## config.mk

```make
export PLATFORM = sky130hd
export DESIGN_NAME = byte_block_radix_encoder_unit
export DESIGN_NICKNAME = d
export VERILOG_FILES = /design/src/rtl/bbre_pkg.sv /design/src/rtl/bbre_front.sv /design/src/rtl/bbre_job_queue.sv /design/src/rtl/bbre_back.sv /design/src/rtl/byte_block_radix_encoder_unit.sv
export SDC_FILE = /design/constraint.sdc
export NUM_CORES = 1
export LEC_CHECK = 0
export BUFFER_PORTS_ARGS = -buffer_cell sky130_fd_sc_hd__buf_2
export CORE_MARGIN = 5
export CORE_UTILIZATION = 40
export DETAILED_ROUTE_END_ITERATION = 16
export PLACE_DENSITY = 0.53
export SLEW_MARGIN = 20
export SYNTH_ARGS = -nofsm -noshare
export SYNTH_HDL_FRONTEND = slang
export SYNTH_SLANG_ARGS = --single-unit
```

## constraint.sdc

```tcl
create_clock -name clk -period 7.25 [get_ports clk]
set_clock_uncertainty 0.15 [all_clocks]
set_input_delay 0.3625 -clock clk [delete_from_list [all_inputs] [get_ports clk]]
set_output_delay 0.3625 -clock clk [all_outputs]
set_load 0.01 [all_outputs]
```

## src/rtl/bbre_pkg.sv

```systemverilog
package bbre_pkg;

    localparam int UNIT_BYTES = 8;

    localparam int ALPHA_W = 7;
    localparam int BYTE_W  = 8;
    localparam int DIGIT_W = 16;
    localparam int ACC_W   = 64;
    localparam int CNT_W   = 4;

    // job queue between front and back, depth a power of two
    localparam int JOB_DEPTH = 2;
    localparam int JOB_PTR_W = (JOB_DEPTH > 1) ? $clog2(JOB_DEPTH) : 1;

    typedef struct packed {
        logic [BYTE_W-1:0] data_byte;
        logic              end_of_message;
    } item_t;

    typedef struct packed {
        logic [DIGIT_W-1:0] digit;
        logic               unit_last;
        logic               message_last;
    } result_t;

    typedef struct packed {
        logic [ACC_W-1:0] value;
        logic [CNT_W-1:0] nbytes;
        logic             eom;
    } job_t;

endpackage

```

## src/rtl/bbre_front.sv

```systemverilog
module bbre_front (
    input  logic            clk,
    input  logic            rst_n,
    input  logic            push,
    input  bbre_pkg::item_t item,
    output logic            full,
    input  logic            job_full,
    output logic            job_push,
    output bbre_pkg::job_t  job
);
    import bbre_pkg::*;

    logic [ACC_W-1:0] acc_reg, acc_next;
    logic [CNT_W-1:0] cnt_reg, cnt_next;
    logic [ACC_W-1:0] acc_merged;
    logic [CNT_W-1:0] cnt_inc;
    logic             accept;
    logic             close;

    assign full   = job_full;
    assign accept = push && !job_full;

    assign acc_merged = acc_reg | (ACC_W'(item.data_byte) << {cnt_reg[2:0], 3'b000});
    assign cnt_inc    = cnt_reg + CNT_W'(1);
    assign close      = (cnt_inc >= CNT_W'(UNIT_BYTES)) || item.end_of_message;

    assign job_push   = accept && close;
    assign job.value  = acc_merged;
    assign job.nbytes = cnt_inc;
    assign job.eom    = item.end_of_message;

    always_comb
    begin
        acc_next = acc_reg;
        cnt_next = cnt_reg;
        if (accept)
        begin
            if (close)
            begin
                acc_next = '0;
                cnt_next = '0;
            end
            else
            begin
                acc_next = acc_merged;
                cnt_next = cnt_inc;
            end
        end
    end

    always_ff @(posedge clk or negedge rst_n)
    begin
        if (!rst_n)
        begin
            acc_reg <= '0;
            cnt_reg <= '0;
        end
        else
        begin
            acc_reg <= acc_next;
            cnt_reg <= cnt_next;
        end
    end

endmodule

```

## src/rtl/bbre_job_queue.sv

```systemverilog
module bbre_job_queue (
    input  logic           clk,
    input  logic           rst_n,
    input  logic           push,
    input  bbre_pkg::job_t din,
    output logic           full,
    input  logic           pop,
    output bbre_pkg::job_t dout,
    output logic           empty
);
    import bbre_pkg::*;

    job_t                 mem_reg [JOB_DEPTH];
    logic [JOB_PTR_W-1:0] wr_ptr_reg, wr_ptr_next;
    logic [JOB_PTR_W-1:0] rd_ptr_reg, rd_ptr_next;
    logic [JOB_PTR_W:0]   count_reg, count_next;
    logic                 do_push;
    logic                 do_pop;

    assign full    = (count_reg == (JOB_PTR_W+1)'(JOB_DEPTH));
    assign empty   = (count_reg == '0);
    assign do_push = push && !full;
    assign do_pop  = pop && !empty;
    assign dout    = mem_reg[rd_ptr_reg];

    always_comb
    begin
        wr_ptr_next = do_push ? wr_ptr_reg + JOB_PTR_W'(1) : wr_ptr_reg;
        rd_ptr_next = do_pop  ? rd_ptr_reg + JOB_PTR_W'(1) : rd_ptr_reg;
        count_next  = count_reg;
        if (do_push && !do_pop)
        begin
            count_next = count_reg + (JOB_PTR_W+1)'(1);
        end
        else if (do_pop && !do_push)
        begin
            count_next = count_reg - (JOB_PTR_W+1)'(1);
        end
    end

    always_ff @(posedge clk)
    begin
        if (do_push)
        begin
            mem_reg[wr_ptr_reg] <= din;
        end
    end

    always_ff @(posedge clk or negedge rst_n)
    begin
        if (!rst_n)
        begin
            wr_ptr_reg <= '0;
            rd_ptr_reg <= '0;
            count_reg  <= '0;
        end
        else
        begin
            wr_ptr_reg <= wr_ptr_next;
            rd_ptr_reg <= rd_ptr_next;
            count_reg  <= count_next;
        end
    end

endmodule

```

## src/rtl/bbre_back.sv

```systemverilog
module bbre_back (
    input  logic                           clk,
    input  logic                           rst_n,
    input  logic [bbre_pkg::DIGIT_W-1:0]   base,
    input  logic                           job_empty,
    input  bbre_pkg::job_t                 job,
    output logic                           job_pop,
    output logic                           empty,
    input  logic                           pop,
    output bbre_pkg::result_t              result
);
    import bbre_pkg::*;

    typedef enum logic [1:0] {
        ST_IDLE,
        ST_DIV,
        ST_EMIT
    } state_t;

    localparam int STEP_W = $clog2(ACC_W);

    state_t             state_reg, state_next;
    logic [ACC_W-1:0]   val_reg, val_next;
    logic [ACC_W-1:0]   lim_reg, lim_next;
    logic [DIGIT_W-1:0] remv_reg, remv_next;
    logic [DIGIT_W-1:0] reml_reg, reml_next;
    logic [STEP_W-1:0]  step_reg, step_next;
    logic               eom_reg, eom_next;
    logic               out_valid_reg, out_valid_next;
    result_t            out_reg, out_next;

    logic [DIGIT_W:0]   trial_v, trial_l;
    logic               qbit_v, qbit_l;
    logic [ACC_W-1:0]   job_limit;
    logic               out_free;
    logic               lim_zero;

    // restoring division, one quotient bit per cycle, value and limit in lockstep
    assign trial_v = {remv_reg, val_reg[ACC_W-1]};
    assign trial_l = {reml_reg, lim_reg[ACC_W-1]};
    assign qbit_v  = (trial_v >= {1'b0, base});
    assign qbit_l  = (trial_l >= {1'b0, base});

    // largest value an n-byte unit can hold
    assign job_limit = (job.nbytes >= CNT_W'(8)) ? '1
                     : ((ACC_W'(1) << {job.nbytes[2:0], 3'b000}) - ACC_W'(1));

    assign out_free = !out_valid_reg || pop;
    assign lim_zero = (lim_reg == '0);
    assign job_pop  = (state_reg == ST_IDLE) && !job_empty;
    assign empty    = !out_valid_reg;
    assign result   = out_reg;

    always_comb
    begin
        state_next     = state_reg;
        val_next       = val_reg;
        lim_next       = lim_reg;
        remv_next      = remv_reg;
        reml_next      = reml_reg;
        step_next      = step_reg;
        eom_next       = eom_reg;
        out_valid_next = out_valid_reg && !pop;
        out_next       = out_reg;
        case (state_reg)
            ST_IDLE:
            begin
                if (!job_empty)
                begin
                    val_next   = job.value;
                    lim_next   = job_limit;
                    eom_next   = job.eom;
                    remv_next  = '0;
                    reml_next  = '0;
                    step_next  = '0;
                    state_next = ST_DIV;
                end
            end
            ST_DIV:
            begin
                val_next  = {val_reg[ACC_W-2:0], qbit_v};
                lim_next  = {lim_reg[ACC_W-2:0], qbit_l};
                remv_next = qbit_v ? DIGIT_W'(trial_v - {1'b0, base}) : trial_v[DIGIT_W-1:0];
                reml_next = qbit_l ? DIGIT_W'(trial_l - {1'b0, base}) : trial_l[DIGIT_W-1:0];
                step_next = step_reg + STEP_W'(1);
                if (step_reg == STEP_W'(ACC_W-1))
                begin
                    state_next = ST_EMIT;
                end
            end
            ST_EMIT:
            begin
                // remv holds the digit, lim the reduced limit
                if (out_free)
                begin
                    out_valid_next        = 1'b1;
                    out_next.digit        = remv_reg;
                    out_next.unit_last    = lim_zero;
                    out_next.message_last = lim_zero && eom_reg;
                    remv_next             = '0;
                    reml_next             = '0;
                    step_next             = '0;
                    state_next            = lim_zero ? ST_IDLE : ST_DIV;
                end
            end
            default:
            begin
                state_next = ST_IDLE;
            end
        endcase
    end

    always_ff @(posedge clk or negedge rst_n)
    begin
        if (!rst_n)
        begin
            state_reg     <= ST_IDLE;
            out_valid_reg <= 1'b0;
            step_reg      <= '0;
        end
        else
        begin
            state_reg     <= state_next;
            out_valid_reg <= out_valid_next;
            step_reg      <= step_next;
        end
    end

    always_ff @(posedge clk)
    begin
        val_reg  <= val_next;
        lim_reg  <= lim_next;
        remv_reg <= remv_next;
        reml_reg <= reml_next;
        eom_reg  <= eom_next;
        out_reg  <= out_next;
    end

endmodule

```

## src/rtl/byte_block_radix_encoder_unit.sv

```systemverilog
// Flow: a closing byte's job passes through the job queue to the back end; each digit
//   then takes the 64-step bit-serial divider plus an emit state, so a unit of k digits
//   makes k such passes to its last digit (k up to 21 for 8 bytes, base 9).
// Throughput: one byte per cycle unless job queue is full; divider sets the unit rate.
// Reset (rst_n, async low) empties the unit, the job queue and the output; alpha = 1.
module byte_block_radix_encoder_unit (
    input  logic                            clk,
    input  logic                            rst_n,
    input  logic                            push,
    input  bbre_pkg::item_t                 item,
    output logic                            full,
    output logic                            empty,
    input  logic                            pop,
    output bbre_pkg::result_t               result,
    input  logic                            cfg_we,
    input  logic [bbre_pkg::ALPHA_W-1:0]    cfg_data
);
    import bbre_pkg::*;

    logic [ALPHA_W-1:0] alpha_reg;
    logic [DIGIT_W-1:0] base_reg, base_next;
    logic [ALPHA_W-1:0] alpha_eff;
    logic [ALPHA_W:0]   radix;

    logic job_push, job_full, job_pop, job_empty;
    job_t job_in, job_out;

    // alpha of zero falls back to base 9
    assign alpha_eff = (alpha_reg == '0) ? ALPHA_W'(1) : alpha_reg;
    assign radix     = {alpha_eff, 1'b1};
    assign base_next = DIGIT_W'(radix) * DIGIT_W'(radix);

    always_ff @(posedge clk or negedge rst_n)
    begin
        if (!rst_n)
        begin
            alpha_reg <= ALPHA_W'(1);
            base_reg  <= DIGIT_W'(9);
        end
        else
        begin
            if (cfg_we)
            begin
                alpha_reg <= cfg_data;
            end
            base_reg <= base_next;
        end
    end

    bbre_front u_front (
        .clk      (clk),
        .rst_n    (rst_n),
        .push     (push),
        .item     (item),
        .full     (full),
        .job_full (job_full),
        .job_push (job_push),
        .job      (job_in)
    );

    bbre_job_queue u_queue (
        .clk   (clk),
        .rst_n (rst_n),
        .push  (job_push),
        .din   (job_in),
        .full  (job_full),
        .pop   (job_pop),
        .dout  (job_out),
        .empty (job_empty)
    );

    bbre_back u_back (
        .clk       (clk),
        .rst_n     (rst_n),
        .base      (base_reg),
        .job_empty (job_empty),
        .job       (job_out),
        .job_pop   (job_pop),
        .empty     (empty),
        .pop       (pop),
        .result    (result)
    );

endmodule
```

; ---- Yosys cells after proc, flatten, opt, wreduce, memory -nomap -nowiden
; Memory sizes are Yosys's and may differ from the RTL's.
; Index checks and enable logic that the tools add are counted.
[totals]
n_memories = 1
elab_cells = 101
mem_bits_rw = 138
regBits = 283
inputBits = 21
[op_classes]
magnitude_cmp = 4
bitwise_logic = 2
mux = 28
n_shift = 2
n_reduce_logical = 29
n_eq_ne = 7
add_sub_neg = 9
multipliers = 1
[memory_table]
columns = memory, words, width, rd, rd_ports_with_merged_regs, wr, line_no
row1 = u_queue.mem_reg, 2, 69, 1, 0, 1, bbre_job_queue.sv:13  ; job_t mem_reg [JOB_DEPTH];
[ops]
columns = operator, count
row1 = $mux 64, 4
row2 = $pmux 64 s2, 2
row3 = $pmux 16 s3, 2
row4 = $logic_not 64->1, 1
row5 = $mux 16, 4
row6 = $or 64x64->64, 1
row7 = $shl 1x6->64 const A, 1
row8 = $shl 8x6->64, 1
row9 = $sub 64x1->64 const B, 1
row10 = $ge 17x16->1, 2
row11 = $sub 16x16->16, 2
row12 = $pmux 6 s3, 1
row13 = $mul 8x8->16, 1
row14 = $mux 6, 2
row15 = $mux 2, 5
row16 = $logic_and 1x1->1, 9
row17 = $ge 4x4->1 const B, 2
row18 = $logic_not 7->1, 1
row19 = $mux 7, 1
row20 = $add 6x1->6 const B, 1
row21 = $eq 6x6->1 const B, 1
row22 = $logic_not 1->1, 6
row23 = $pmux 2 s3, 1
row24 = $reduce_and 2->1, 3
row25 = 16 further kinds, 27

; ---- Logic depth before layout (Yosys ltp)
[depth]
depth_word = 9
ltp_mapped = 17
mapped_depth_nobuf = 16

; ---- Modules after synthesis
; From an unflattened synthesis, not the netlist that was laid out.
[hier_totals]
cells_unflattened = 1704
hier_area_um2 = 20659.8
[modules_own_cells]
columns = module, cells_each, area_each_um2, n_inst, seq_area_each_um2
row1 = bbre_back, 894, 9614.2, 1, 5600.4
row2 = bbre_job_queue, 234, 5527.8, 1, 4244.1
row3 = bbre_front, 343, 3276.9, 1, 1701.6
row4 = byte_block_radix_encoder_unit, 233, 2240.9, 1, 503.0

; ---- Worst setup path after synthesis
; Ideal clock, no wire load.
[synth_path]
path_type = register to register
startpoint = reg u_front.cnt_reg[1]
endpoint = mem u_queue.mem_reg[0][0] in the netlist's numbering (enable)
setup_slack_ns = 0.605
synth_period_minus_slack_ns = 6.645
stages_incl_launch_ff = 8
n_path_buf = 2
t_arrival_ns = 5.914
setup_time_ns = 0.581
path_cell_list = dfrtp_1 -> clkbuf_1 -> and2_1 -> buf_2 -> nand2_1 -> xnor2_1 -> nor2_1 -> nor3_1
[synth_lines]
columns = item, line_no
row1 = start: declaration, bbre_front.sv:14  ; logic [CNT_W-1:0] cnt_reg, cnt_next;
row2 = start signal: assignment, bbre_front.sv:61  ; cnt_reg <= cnt_next;
row3 = end: declaration, bbre_job_queue.sv:13

; ---- Final worst setup path
[layout_path]
startpoint = reg alpha_reg[6]
endpoint = reg base_reg[15]
[layout_via]
elab_chain_cells = 3
[layout_rtl]
columns = item, line_no
row1 = start: declaration, byte_block_radix_encoder_unit.sv:20  ; logic [ALPHA_W-1:0] alpha_reg;
row2 = start signal: assignment, byte_block_radix_encoder_unit.sv:44  ; alpha_reg <= cfg_data;
row3 = $logic_not 7->1, byte_block_radix_encoder_unit.sv:29  ; assign alpha_eff = (alpha_reg == '0) ? ALPHA_W'(1) : alpha_reg;
row4 = $mux 7 *, byte_block_radix_encoder_unit.sv:29
row5 = $mul 8x8->16 *, byte_block_radix_encoder_unit.sv:31  ; assign base_next = DIGIT_W'(radix) * DIGIT_W'(radix);
row6 = net base_next[15], byte_block_radix_encoder_unit.sv:21  ; logic [DIGIT_W-1:0] base_reg, base_next;
row7 = end signal: assignment, byte_block_radix_encoder_unit.sv:46  ; base_reg <= base_next;
row8 = end: declaration, byte_block_radix_encoder_unit.sv:21
; Mark *: on every way through the listed nets, which the timed path passes. The rest lies on a longest branch.
; A chain may end at the register's enable or synchronous reset.

==> results.json <==
{
  "status": "completed",
  "rsz0062_at_grt": "false",
  "drive_gt1_share_pct": 9.456,
  "via_count": 12580,
  "synth_area_mm2": 0.01985,
  "drt_iter0_markers": 839,
  "finalHoldViolations": 0,
  "yosysWarnings": 0,
  "rows": 81,
  "grt_usage_pct": 16.22,
  "syn_avg_cell_area_um2": 12.28,
  "synth_edf_count": 317,
  "dp_cells": 2243,
  "post_cts_resized": 0,
  "num_antenna_cells": 0,
  "syn_inst": 1616,
  "synth-seq-area-share_pct": 60.70,
  "synth-seq-cells": 418,
  "max_freq_mhz": 212.8,
  "coreArea_mm2": 0.04905,
  "hp-class": "input pin to register",
  "grt_max_degree": 191,
  "cts_setup_buffers": 0,
  "p_sw_share_pct": 37.93,
  "worstPathRequired_ns": 7.59,
  "cts-buffers-inserted": 46,
  "start_util_pct": 40.47,
  "path_class": "register to register",
  "finalPower_w": 0.01125,
  "drc": 0,
  "slew_viol_final": 0,
  "crit_arrival_ns": 5.04,
  "end_kind": "register",
  "die_width_um": 232.8,
  "cts_max_level": 2,
  "wl_um": 43610,
  "min_period_ns": 4.700,
  "p_int_w": 0.006986,
  "die-area_mm2": 0.05418,
  "setup_viol": 0,
  "clockBufferDepth": 3,
  "p_leak_nw": 9.278,
  "antenna_found_initial": 0,
  "gr-total-overflow": 0,
  "clk_pin_slew_worst_paths_ns": 0.06,
  "fin_nets": 1762,
  "cap_violations": 0,
  "comb_power_share_pct": 40.9,
  "crit_path_max_fanout": 12,
  "avgRoutedWirePerCell_um": 18.51,
  "peakVddDrop_v": 0.0002823,
  "drtAntennaViolNets": 0,
  "root_buffer": "clkbuf_16",
  "cts_tree": "built",
  "grt_pass1_wl_um": 70550,
  "synthToLayoutAreaGrowth_pct": 13.38,
  "fin_crit_sh_pct": 64.83,
  "final.setup.tns_ns": 0,
  "grt_pass1_vias": 12800,
  "viasPerCell": 5.340,
  "ys_types": 71,
  "pwr-share-clk_pct": 20.8,
  "largest_register_ffs": 138,
  "dp_hpwl_um": 26350,
  "place.gp.congestion": 0.8437,
  "instances_no_fill": 2356,
  "synth_top_flop_cell": "edfxtp_1",
  "n_fill_cell": 4505,
  "cts_sinks": 418,
  "ios": 41,
  "net-switching-power_w": 0.004268,
  "slew_headroom_pct": 24.93,
  "portBuffers": 40,
  "seq_power_share_pct": 38.3,
  "clkLatencyLatePin_ns": 0.60,
  "hold_ws_ns": 0.2061,
  "tightest_slew_ns": 1.125,
  "start_kind": "register",
  "async_flop_share_pct": 24.16,
  "dr.pass1.iters": 5,
  "power_density_mw_per_mm2": 500.0,
  "die_y_um": 232.8
}
-- cell usage in the layout (no fill, tap or decap), types with 46 or more instances in the layout --
| cell | n |
|---|---|
| nand2_1 | 116 |
| inv_1 | 67 |
| o21ai_0 | 101 |
| nor2_1 | 112 |
| ha_1 | 60 |
| dfrtp_1 | 98 |
| a21o_1 | 97 |
| a21oi_1 | 83 |
| edfxtp_1 | 317 |
| clkbuf_16 | 46 |
| mux2i_1 | 77 |
-- timing repair --
item,in CTS,in global routing
hold endpoints to repair,92,0
endpoints found under the setup margin,0,0
hold buffers,28,0
-- power by group through the flow --
| stage | clock [W] | combinational [W] | sequential (W) |
|---|---|---|---|
| after floorplan | 0 | 0.00352 | 0.00425 |
| after global placement | 0 | 0.00454 | 0.00434 |
| after detailed placement | 0 | 0.00459 | 0.00435 |
| after CTS | 0.00241 | 0.00463 | 0.00432 |
| after global routing | 0.00251 | 0.00516 | 0.00440 |
| final | 0.00234 | 0.00460 | 0.00431 |
-- path summary, 6_finish.rpt --
| path | from | cells past startpoint | slack, ns | end |
|---|---|---|---|---|
| worst max register to register | alpha_reg[6] | 13 | 2.55 | base_reg[15] |
| max in group asynchronous | rst_n | 3 | 5.49 | u_front.acc_reg[48] |
| min in group asynchronous | rst_n | 2 | 0.24 | alpha_reg[1] |
| worst min-delay path | push | 4 | 0.21 | u_front.cnt_reg[3] |
| worst max-delay path | alpha_reg[6] | 13 | 2.55 | base_reg[15] |
| worst min register to register | u_front.acc_reg[45] | 2 | 0.33 | u_front.acc_reg[45] |
-- routing by layer --
layer	global-route usage [%]	vias to the layer above	share of wire, %
li1	-	6025	-
met1	23.39	6277	49
met2	25.93	218	46
met3	2.379	61	3.6
met4	4.172	0	1.9
met5	0	-	0
-- worst max-delay path: stages, from the launching register on --
cell	delay [ns]
dfrtp_1	0.52
and2_1	0.27
fa_1	0.51
fa_1	0.52
fa_1	0.54
inv_1	0.05
fa_1	0.53
inv_1	0.04
ha_1	0.32
o21ai_0	0.09
nor2_1	0.08
o41ai_1	0.54
o21ai_0	0.23
xnor2_1	0.23
-- final cells by class --
cell class                      count  area (um^2)  area share, %
Inverter                           67        251.5          1.117
Clock buffer                       62         1261          5.604
Clock inverter                     22        269.0          1.195
Multi-Input combinational cell   1041         7221          32.08
Tap cell                          664        830.8          3.691
Sequential cell                   418        12050          53.55
Timing Repair Buffer               82        620.6          2.757
-- cell usage after synthesis (4+ instances only) --
cell type,n,share of area [%]
nor3_1,16,0.40
ha_1,60,3.8
nand3_1,17,0.43
a21o_1,97,3.7
nand4_1,10,0.32
buf_2,9,0.23
xor2_1,15,0.66
nor2b_1,15,0.47
clkbuf_1,67,1.3
o21ai_0,102,2.6
o21bai_1,35,1.3
nor4_1,22,0.69
nand2b_1,14,0.44
o21a_1,15,0.57
xnor2_1,28,1.2
dfrtp_1,99,12
a211o_1,5,0.22
a211oi_1,11,0.42
a31oi_1,39,1.2
o211ai_1,8,0.30
nor2_1,116,2.2
edfxtp_1,317,48
and2_1,24,0.76
nand2_1,117,2.2
and3_1,9,0.28
inv_1,67,1.3
o22ai_1,7,0.22
nor3b_1,4,0.15
buf_1,11,0.21
mux2_2,11,0.62
mux2i_1,77,3.9
o21ai_1,9,0.23
or3_1,4,0.13
fa_1,25,2.5
a21oi_1,83,2.1
-- through the flow --
step | setup WS [ns] | cell area [um^2] | utilization [%]
after floorplan | 0.6053 | 19850 | -
after global placement | 2.605 | 20670 | 42.14
after detailed placement | 2.572 | 20670 | 42.14
after CTS | 2.527 | 22480 | 45.83
after global routing | 2.203 | 22510 | 45.88
final | 2.550 | 22510 | 45.88
-- logic make-up after synthesis --
| kind of cell | after synthesis | share of synthesized area, % |
|---|---|---|
| compound gates | 443 | 14.43 |
| flops | 418 | 60.70 |
| simple gates | 380 | 8.995 |
| buf+inv | 158 | 3.145 |
| mux | 88 | 4.507 |
| fa+ha+maj | 85 | 6.303 |
| xor+xnor | 43 | 1.897 |
| other cells | 1 | 0.01889 |
(Power assumes the default switching activity.)
